## src/mtbj_pkg.sv

```systemverilog
// shared types, codes and constants of the timer table with backoff and jitter
// no dependencies
package mtbj_pkg;

  localparam int NUM_TIMERS_DEF = 8;
  localparam int DL_W   = 40;
  localparam int CUR_W  = 34;
  localparam int BASE_W = 16;
  localparam int ABS_W  = 15;
  localparam int PCT_W  = 8;
  localparam int EXP_W  = 4;
  localparam int MODE_W = 3;
  localparam int LFSR_W = 32;
  localparam int DIV_N_W = 32;
  localparam int DIV_D_W = 17;

  localparam logic [LFSR_W-1:0] LFSR_TAPS = 32'h8020_0003;
  localparam logic [LFSR_W-1:0] LFSR_SEED = 32'h0000_0001;
  localparam logic [DL_W-1:0]   DL_MAX    = 40'hFF_FFFF_FFFF;
  localparam logic [DL_W-1:0]   NOW_INIT  = 40'h00_0000_0001;
  localparam logic [DIV_D_W-1:0] PCT_DIV  = 17'd100;
  // ceil(2^32/100): (x * PCT_RECIP) >> 32 equals x/100 for every x below 2^30
  localparam logic [25:0]       PCT_RECIP = 26'd42949673;

  // mode bit positions
  localparam int MODE_ONE_SHOT = 0;
  localparam int MODE_EXPONENT = 1;
  localparam int MODE_AUTO_DEL = 2;

  typedef enum logic [2:0] {
    OP_TICK, OP_CREATE, OP_START, OP_STOP, OP_SET, OP_ADJUST, OP_DESTROY, OP_NONE
  } op_t;

  typedef enum logic [3:0] {
    S_IDLE, S_EXEC, S_SCAN, R_SHIFT, R_ABS, R_PCT, R_PMOD, R_MUL, R_PDIV, R_FIN,
    S_MIN, S_OUT, S_STAT
  } state_t;

  typedef struct packed {
    logic                    valid;
    logic [MODE_W-1:0]       mode;
    logic [BASE_W-1:0]       base;
    logic signed [CUR_W-1:0] cur;
    logic [EXP_W-1:0]        exp;
    logic [EXP_W-1:0]        exp_max;
    logic [ABS_W-1:0]        jabs;
    logic signed [PCT_W-1:0] plo;
    logic signed [PCT_W-1:0] phi;
    logic [DL_W-1:0]         dl;
  } entry_t;

  typedef struct packed {
    logic wr;
    logic fire_set;
    logic fire_clr;
  } cell_ctl_t;

endpackage

```

## src/mtbj_div.sv

```systemverilog
// shared restoring divider for the jitter modulo, one quotient bit per cycle
// depends on mtbj_pkg
module mtbj_div (
  input  logic                           clk,
  input  logic                           rst_n,
  input  logic                           start,
  input  logic [mtbj_pkg::DIV_N_W-1:0]   dividend,
  input  logic [mtbj_pkg::DIV_D_W-1:0]   divisor,
  output logic                           done,
  output logic [mtbj_pkg::DIV_D_W-1:0]   rem
);
  import mtbj_pkg::*;

  localparam int CNT_W = $clog2(DIV_N_W);

  logic               busy_r;
  logic               done_r;
  logic [CNT_W-1:0]   cnt_r;
  logic [DIV_N_W-1:0] quo_r;
  logic [DIV_D_W-1:0] rem_r;
  logic [DIV_D_W-1:0] dvs_r;
  logic [DIV_D_W:0]   trial;
  logic [DIV_D_W:0]   diff;
  logic               ge;
  logic [DIV_D_W-1:0] rem_step;

  always_comb begin
    trial    = {rem_r, quo_r[DIV_N_W-1]};
    diff     = trial - {1'b0, dvs_r};
    ge       = (trial >= {1'b0, dvs_r});
    rem_step = ge ? diff[DIV_D_W-1:0] : trial[DIV_D_W-1:0];
  end

  always_ff @(posedge clk) begin
    if (!rst_n) begin
      busy_r <= 1'b0;
      done_r <= 1'b0;
      cnt_r  <= '0;
    end else begin
      done_r <= 1'b0;
      if (start) begin
        busy_r <= 1'b1;
        cnt_r  <= '0;
      end else if (busy_r) begin
        cnt_r <= cnt_r + 1'b1;
        if (cnt_r == CNT_W'(DIV_N_W - 1)) begin
          busy_r <= 1'b0;
          done_r <= 1'b1;
        end
      end
    end
  end

  always_ff @(posedge clk) begin
    if (start) begin
      quo_r <= dividend;
      rem_r <= '0;
      dvs_r <= divisor;
    end else if (busy_r) begin
      quo_r <= {quo_r[DIV_N_W-2:0], ge};
      rem_r <= rem_step;
    end
  end

  assign done = done_r;
  assign rem  = rem_r;

endmodule
```

## config.mk

```make
export PLATFORM = sky130hd
export DESIGN_NAME = mtbj_div
export DESIGN_NICKNAME = d
export VERILOG_FILES = /design/src/mtbj_pkg.sv /design/src/mtbj_div.sv
export SDC_FILE = /design/constraint.sdc
export NUM_CORES = 1
export LEC_CHECK = 0
export ABC_CLOCK_PERIOD_IN_PS = 3300
export BUFFER_PORTS_ARGS = -buffer_cell sky130_fd_sc_hd__buf_2
export CORE_ASPECT_RATIO = 0.9
export CORE_UTILIZATION = 47
export DETAILED_ROUTE_END_ITERATION = 10
export GPL_ROUTABILITY_DRIVEN = 1
export PLACE_DENSITY = 0.75
export SETUP_SLACK_MARGIN = 0.5
export SLEW_MARGIN = 20
export SYNTH_ARGS = -nofsm -noshare
export SYNTH_HDL_FRONTEND = slang
export SYNTH_SLANG_ARGS = --single-unit
```

## constraint.sdc

```tcl
create_clock -name clk -period 3.3 [get_ports clk]
set_input_delay 0.66 -clock clk [delete_from_list [all_inputs] [get_ports clk]]
set_output_delay 0.66 -clock clk [all_outputs]
set_load 0.02 [all_outputs]
```

==> results_dict.tcl <==
set metrics [dict create \
    fin_skew_ns 0.00781 \
    critPathKind "flip-flop to flip-flop" \
    drt_iter0_drc 153 \
    grt_max_degree 39 \
    postRouteAntennaNets 0 \
    final_hold_viol_count 0 \
    synth_cell_types 55 \
    wire_per_inst_um 15.2 \
    async_reset_ff_frac 0 \
    avgViaCountPerCell 5.33 \
    synth_edf_count 49 \
    dpl_cell_area_um2 4320 \
    num_rows 31 \
    root_buffer "clkbuf_8" \
    holdBufCountCts 0 \
    synth.area.top_cells "edfxtp_1 38%, dfxtp_1 12%, mux2_2 9.2%" \
    cts_resized 0 \
    cts_buffers 9 \
    cts.sinks 73 \
    drcViolationCount 2 \
    worstMarginPinSlew_ns 0.499 \
    synth_flop_cell "edfxtp_1" \
    nets 482 \
    cp.required_ns 3.41 \
    slowest_delay_ns 0.39 \
    power_density_nw_per_um2 513 \
    boundaryPins 70 \
    endpoint_kind "flip-flop" \
    worst-endpoint-arrival_ns 2.70 \
    num_vias 2738 \
    grt_pass1_wl_mm 12.6 \
    dieArea_um2 8670 \
    path_buf_inv 2 \
    synth_nets 411 \
    synth_warnings 0 \
    crit_chain "inv_1, ha_1, inv_1, fa_1, a21oi_1, o22ai_1, o21a_2, nand3_2, nand2_4, mux2_2" \
    synth_area_per_cell_um2 11.5 \
    crit_family "compound AO/OA/AOI/OAI gates" \
    synth_seq_cells 73 \
    diodes 0 \
    synthCells 339 \
    drt-total-wl_mm 7.82 \
    cts_tree "built" \
    setup_viol 0 \
    setup.worst_path.start "quo_r[31]" \
    synth_area_um2 3900 \
    final_area_um2 4530 \
    fmax_mhz 387 \
    fin_crit_sh 0.784 \
    r2r_start "quo_r[31]" \
    seq_area_frac_synth 0.500 \
    first_pass_iters 8 \
    portBuffers 69 \
    vdd_drop_max_v 0.000245 \
    core_area_um2 8030 \
    most-common-layout-cells "69 x buf_2, 49 x edfxtp_1, 32 x mux2_2" \
    grt_overflow 0 \
    clk_latency_ns 0.35 \
    synth_top_area_share 0.377 \
    cts_setup_buffers 0 \
    areaGrowthSynthToFinish_pct 16.0 \
    slowest_stage "edfxtp_1" \
    place_congestion 0.926 \
    start_util 0.486 \
    min_period_ns 2.59 \
    crit_top_cell "inv_1" \
    fp.dieW_um 98.0 \
    antenna_found_initial 0 \
    htree_levels 3 \
    critPathLaunchType "flip-flop" \
    grt_use_total 0.190 \
    hp-start "divisor[13]" \
    p_leak_nw 1.91 \
    die_height_um 88.4 \
    clk_path_buf_depth 2 \
    hold_class "input port to flip-flop" \
    clkTransAtPathRegs_ns 0.09 \
    slew_violations 0 \
    hpwlAfterDp_mm 5.67 \
    final.setup.tns_ns 0 \
    relSlewSlack 0.666 \
    rsz0062_at_grt "false" \
    crit_fanout 20 \
    yosysTopAreaCell "edfxtp_1" \
    drive_gt1_frac 0.325 \
    maxCapViolCount 0 \
    final_common_cell "buf_2" \
    outcome "complete, but fails checks" \
    grt_pass1_vias 2496 \
    violations "design-rule violations" \
]
==> power breakdown <==
group / switching [W] / internal (W)
sequential: 0.0000392 / 0.00107
combinational: 0.000276 / 0.000213
clock: 0.000371 / 0.000355
==> metrics by stage <==
stage               setup WS [ns]   util  cells  total power (W)  hold WS [ns]
floorplan                   0.940      -    339          0.00149         0.467
CTS                         0.726  0.564    514          0.00234         0.454
global placement            0.766  0.539    498          0.00160         0.479
finish                      0.714  0.564    514          0.00232         0.474
detailed placement          0.727  0.539    498          0.00161         0.490
global route                0.525  0.564    514          0.00243         0.455
==> cell families (layout without fill, tap and decap cells) <==
| group | after synthesis | after routing | share of synthesized area |
|---|---|---|---|
| compound gates | 65 | 65 | 0.122 |
| fa+ha+maj | 20 | 20 | 0.0661 |
| xor+xnor | 18 | 18 | 0.0404 |
| mux | 46 | 46 | 0.128 |
| simple gates | 79 | 79 | 0.0997 |
| buf+inv | 38 | 114 | 0.0436 |
| flops | 73 | 73 | 0.500 |
==> per-layer routing <==
layer	vias to the layer above	track usage	routed length, µm
met4	0	0.0661	123
met1	1289	0.264	3690
li1	1378	-	-
met2	60	0.293	3640
met5	-	0	0
met3	11	0.0450	365
==> path summary, 6_finish.rpt <==
kind / slack (ns) / cells after the start / to
setup reg to reg: 0.71 / 10 / quo_r[0]
hold / removal: 0.47 / 1 / dvs_r[13]
hold reg to reg: 0.50 / 2 / rem[16]
setup / recovery: 0.71 / 10 / quo_r[0]
==> cell type report <==
class / instances / area [µm²]
fillers: 695 / 3500
flip-flops and latches: 73 / 1950
multi-input cells: 228 / 1780
repair buffers: 73 / 375
clock buffers: 9 / 124
well taps: 99 / 124
inverters: 25 / 93.8
clock inverters: 7 / 78.8
==> state kept, by name, indices dropped and copies added, names as in the netlist <==
signal,flops
rem,17
dvs_r,17
cnt_r,5
quo_r,32
busy_r,1
done,1
==> cells in the mapped netlist, types with 2 or more instances <==
master,n
edfxtp_1,49
mux2_2,32
nor2_1,29
inv_1,25
dfxtp_1,24
ha_1,19
nand2_1,19
a21oi_1,14
mux2i_1,14
a211oi_1,9
clkbuf_1,9
xnor2_1,9
xor2_1,9
o21ai_0,8
nand2b_1,7
nand3_1,6
and3_1,4
a311oi_1,3
nor2b_1,3
o21a_1,3
a21o_1,2
a21oi_2,2
a31o_1,2
nand2_2,2
nand4_1,2
o21ai_1,2
o21bai_1,2
o22ai_1,2
o31ai_2,2
(Power assumes the default switching activity.)
