### src/mtbj_pkg.sv
// shared types, codes and constants of the timer table with backoff and jitter
// no dependencies
package mtbj_pkg;

  localparam int NUM_TIMERS_DEF = 8;
  localparam int DL_W   = 40;
  localparam int CUR_W  = 34;
  localparam int BASE_W = 16;
  localparam int ABS_W  = 15;
  localparam int PCT_W  = 8;
  localparam int EXP_W  = 4;
  localparam int MODE_W = 3;
  localparam int LFSR_W = 32;
  localparam int DIV_N_W = 32;
  localparam int DIV_D_W = 17;

  localparam logic [LFSR_W-1:0] LFSR_TAPS = 32'h8020_0003;
  localparam logic [LFSR_W-1:0] LFSR_SEED = 32'h0000_0001;
  localparam logic [DL_W-1:0]   DL_MAX    = 40'hFF_FFFF_FFFF;
  localparam logic [DL_W-1:0]   NOW_INIT  = 40'h00_0000_0001;
  localparam logic [DIV_D_W-1:0] PCT_DIV  = 17'd100;
  // ceil(2^32/100): (x * PCT_RECIP) >> 32 equals x/100 for every x below 2^30
  localparam logic [25:0]       PCT_RECIP = 26'd42949673;

  // mode bit positions
  localparam int MODE_ONE_SHOT = 0;
  localparam int MODE_EXPONENT = 1;
  localparam int MODE_AUTO_DEL = 2;

  typedef enum logic [2:0] {
    OP_TICK, OP_CREATE, OP_START, OP_STOP, OP_SET, OP_ADJUST, OP_DESTROY, OP_NONE
  } op_t;

  typedef enum logic [3:0] {
    S_IDLE, S_EXEC, S_SCAN, R_SHIFT, R_ABS, R_PCT, R_PMOD, R_MUL, R_PDIV, R_FIN,
    S_MIN, S_OUT, S_STAT
  } state_t;

  typedef struct packed {
    logic                    valid;
    logic [MODE_W-1:0]       mode;
    logic [BASE_W-1:0]       base;
    logic signed [CUR_W-1:0] cur;
    logic [EXP_W-1:0]        exp;
    logic [EXP_W-1:0]        exp_max;
    logic [ABS_W-1:0]        jabs;
    logic signed [PCT_W-1:0] plo;
    logic signed [PCT_W-1:0] phi;
    logic [DL_W-1:0]         dl;
  } entry_t;

  typedef struct packed {
    logic wr;
    logic fire_set;
    logic fire_clr;
  } cell_ctl_t;

endpackage

### src/mtbj_cell.sv
// one timer entry of the chain: holds the entry, its fired flag and a stage of
// the running-minimum chain; depends on mtbj_pkg
module mtbj_cell (
  input  logic                        clk,
  input  logic                        rst_n,
  input  mtbj_pkg::cell_ctl_t         ctl,
  input  mtbj_pkg::entry_t            wr_data,
  input  logic [mtbj_pkg::DL_W-1:0]   min_in,
  output mtbj_pkg::entry_t            ent,
  output logic                        fired,
  output logic [mtbj_pkg::DL_W-1:0]   min_out
);
  import mtbj_pkg::*;

  entry_t          ent_r;
  logic            fired_r;
  logic [DL_W-1:0] min_r;
  logic [DL_W-1:0] min_nxt;
  logic [DL_W-1:0] own;

  // zero means no running deadline
  always_comb begin
    own = (ent_r.valid && ent_r.dl != '0) ? ent_r.dl : '0;
    if (min_in == '0) begin
      min_nxt = own;
    end else if (own == '0) begin
      min_nxt = min_in;
    end else begin
      min_nxt = (own < min_in) ? own : min_in;
    end
  end

  always_ff @(posedge clk) begin
    if (!rst_n) begin
      ent_r   <= '0;
      fired_r <= 1'b0;
      min_r   <= '0;
    end else begin
      if (ctl.wr) begin
        ent_r <= wr_data;
      end
      if (ctl.fire_clr) begin
        fired_r <= 1'b0;
      end else if (ctl.fire_set) begin
        fired_r <= 1'b1;
      end
      min_r <= min_nxt;
    end
  end

  assign ent     = ent_r;
  assign fired   = fired_r;
  assign min_out = min_r;

endmodule

### config.mk
export PLATFORM = sky130hd
export DESIGN_NAME = mtbj_cell
export DESIGN_NICKNAME = d
export VERILOG_FILES = /design/src/mtbj_pkg.sv /design/src/mtbj_cell.sv
export SDC_FILE = /design/constraint.sdc
export NUM_CORES = 1
export LEC_CHECK = 0
export ABC_AREA = 1
export BUFFER_PORTS_ARGS = -buffer_cell sky130_fd_sc_hd__buf_2
export CAP_MARGIN = 15
export CORE_AREA = 2 2 136 138
export CTS_BUF_LIST = sky130_fd_sc_hd__clkbuf_4 sky130_fd_sc_hd__clkbuf_8 sky130_fd_sc_hd__clkbuf_16
export CTS_CLUSTER_DIAMETER = 30
export DETAILED_ROUTE_END_ITERATION = 10
export DIE_AREA = 0 0 138 140
export GPL_TIMING_DRIVEN = 0
export HOLD_SLACK_MARGIN = 0.08
export PLACE_DENSITY = 0.74
export SLEW_MARGIN = 20
export SYNTH_ARGS = -nofsm -noshare
export SYNTH_HDL_FRONTEND = slang
export SYNTH_SLANG_ARGS = --single-unit
### constraint.sdc
create_clock -name clk -period 5.4 [get_ports clk]
set_clock_uncertainty 0.15 [all_clocks]
set_input_delay 0.54 -clock clk [delete_from_list [all_inputs] [get_ports clk]]
set_output_delay 0.54 -clock clk [all_outputs]
set_load 0.02 [all_outputs]
==> impl_metrics.json <==
{
  "status": "completed",
  "max_freq_mhz": 238,
  "p_sw_share_pct": 30.0,
  "die_w_um": 138,
  "drt.antenna.violating_nets": 0,
  "cts_sinks": 174,
  "hold_class": "in -> reg",
  "antenna_found_initial": 5,
  "cp-end-kind": "register",
  "finalSetupViolCount": 0,
  "viasPerCell": 4.92,
  "seqCellArea_um2": 3480,
  "fin_crit_sh_pct": 77.9,
  "drv_slew": 0,
  "cts_tree": "built",
  "seq_power_share_pct": 45.0,
  "gp_congestion": 0.946,
  "hold_viol": 0,
  "grt_max_degree": 17,
  "worstSetupStartpointType": "register",
  "layout.cells.non_filler": 1677,
  "syn_area_um2": 7570,
  "p_leak_nw": 5.44,
  "drive_above_1_share_pct": 27.1,
  "yosysUniqueCellTypes": 25,
  "post_drt_wl_per_cell_um": 15.4,
  "clk_path_buf_depth": 2,
  "multi_input_area_um2": 3490,
  "synth_fp_nets": 1282,
  "placement.io_buffers": 349,
  "setup-tns-final_ns": 0,
  "ys_seq_area_share_pct": 46.0,
  "synthCells": 1065,
  "worstPathMaxFanout": 10,
  "insertion_delay_ns": 0.42,
  "worst_slew_pin_slew_ns": 0.663,
  "io_pins": 352,
  "power_density_nw_per_um2": 312,
  "cts_resized": 0,
  "core_area_um2": 17800,
  "cts_max_level": 4,
  "globalRouteOverflowTotal": 0,
  "fp.dieH_um": 140,
  "ctsRootBufferMaster": "clkbuf_16",
  "grt_usage_pct": 25.8,
  "start_util_pct": 42.6,
  "cpPeakStageDelay_ns": 0.38,
  "grt_setup_unrepaired": "no",
  "rows": 49,
  "crit_type": "reg -> reg",
  "ctsHoldBuffers": 0,
  "crit_top_cell": "nand2_1",
  "nFillCells": 1756,
  "ys.warnings.count": 0,
  "critical-path-top-delay-family": "simple AND/OR/NAND/NOR gates",
  "fin_nets": 1650,
  "intPower_mw": 2.22,
  "power_frac_clock_pct": 36.8,
  "required_ns": 5.59,
  "worst-path-buf-inv": 5,
  "maxCapViolCount": 0,
  "irDropWorstVdd_mv": 0.205,
  "drt_first_iter_violations": 451,
  "routed_wl_mm": 25.8,
  "syn-mean-instance-area_um2": 7.11,
  "p_switching_mw": 0.950,
  "hold_slack_ns": 0.131,
  "arrival_ns": 4.40,
  "relSlewSlack_pct": 55.8,
  "drc": 0,
  "crit_path_top_delay_cell": "dfxtp_1",
  "finalCriticalPeriod_ns": 4.21,
  "combPwrFrac_pct": 18.2,
  "cts_buffers": 17,
  "grt_pass1_wl_mm": 40.1,
  "dp.cells": 1643,
  "via_count": 8252,
  "dieArea_um2": 19300,
  "first_pass_iters": 5,
  "synth.ff_latch_count": 174,
  "grt_pass1_vias": 7938,
  "area_growth_pct": 34.2,
  "cts_setup_buffers": 0,
  "post-dp-hpwl_mm": 20.5,
  "clkTransAtPathRegs_ns": 0.07
}
## state kept, by name, indices dropped and copies added (netlist names)
name	count
fired	1
min_out	40
ent	133
## final timing paths
path	startpoint	to	depth (start not counted)	slack (ns)
min	ctl[0]	fired	2	0.13
max	ent[38]	min_out[37]	26	1.19
max reg2reg	ent[38]	min_out[37]	26	1.19
min reg2reg	ent[10]	ent[10]	2	0.34
## layer usage
metal / wire, um / track usage [%]
met4: 744 / 9.45
met5: 11 / 0
met3: 1900 / 7.35
met1: 10300 / 29.4
met2: 12800 / 46.2
## metrics by stage
stage	power [mW]	instance area, um^2	util, %	worst slack, ns
3_5_place_dp	2.03	9600	54.0	1.23
5_1_grt	3.32	10200	57.1	0.787
3_3_place_gp	2.02	9600	54.0	1.34
6_report	3.17	10200	57.1	1.19
4_1_cts	3.19	10100	57.1	1.20
2_1_floorplan	1.78	7570	-	2.07
## final cells by class
cell class,count,share of cell area [%]
plain buffers,63,2.57
flip-flops and latches,174,34.3
repair buffers,349,17.2
multi-input cells,738,34.3
clock inverters,12,1.12
clock buffers,18,4.26
inverters,90,3.33
diodes,4,0.0985
well taps,229,2.82
## cells in the mapped netlist, drive strengths merged
cell type | instances | area, um^2
inv | 90 | 338
clkbuf | 50 | 188
nor4b | 1 | 15.0
a21boi | 1 | 7.51
nand2 | 116 | 440
o21ai | 141 | 706
buf | 13 | 73.8
a21oi | 64 | 320
nand4 | 12 | 75.1
a211oi | 2 | 15.0
dfxtp | 174 | 3480
nor4 | 5 | 37.5
o2111ai | 1 | 8.76
nor3 | 1 | 5.00
nor2 | 330 | 1240
a31oi | 1 | 6.26
nand3 | 23 | 115
nand3b | 1 | 7.51
ha | 39 | 488
## cell usage in the layout (no fill, tap or decap)
master        n
a211oi_1      2
a21boi_0      1
a21oi_1      64
a31oi_1       1
buf_1         5
buf_2       354
buf_4         1
buf_6         2
bufinv_16     1
clkbuf_1     50
clkbuf_16    17
clkbuf_4      1
clkinv_2      3
clkinv_4      1
clkinvlp_4    3
dfxtp_1     174
diode_2       4
ha_1         39
inv_1        89
inv_2         1
inv_6         3
inv_8         1
nand2_1     114
nand2_2       2
nand3_1      23
nand3b_1      1
nand4_1      12
nor2_1      330
nor3_1        1
nor4_1        4
nor4_2        1
nor4b_2       1
o2111ai_1     1
o21ai_0     141
## logic make-up (layout without fill, tap and decap cells)
logic type,after synthesis,count (layout),synth area share (%)
other,0,4,0
AND/OR/NAND/NOR,489,489,25.6
adder cells (fa/ha/maj),39,39,6.45
buffers and inverters,153,532,7.92
AO/OA/AOI/OAI,210,210,14.1
flip-flops,174,174,46.0
## power by group through the flow
stage	registers (mW)	clock network [mW]	logic, mW
final	1.43	1.17	0.576
after global routing	1.43	1.24	0.637
after CTS	1.42	1.19	0.578
after detailed placement	1.45	0	0.577
after global placement	1.45	0	0.569
after floorplan	1.56	0	0.222
Note: power is estimated with default switching activity, not from simulation.
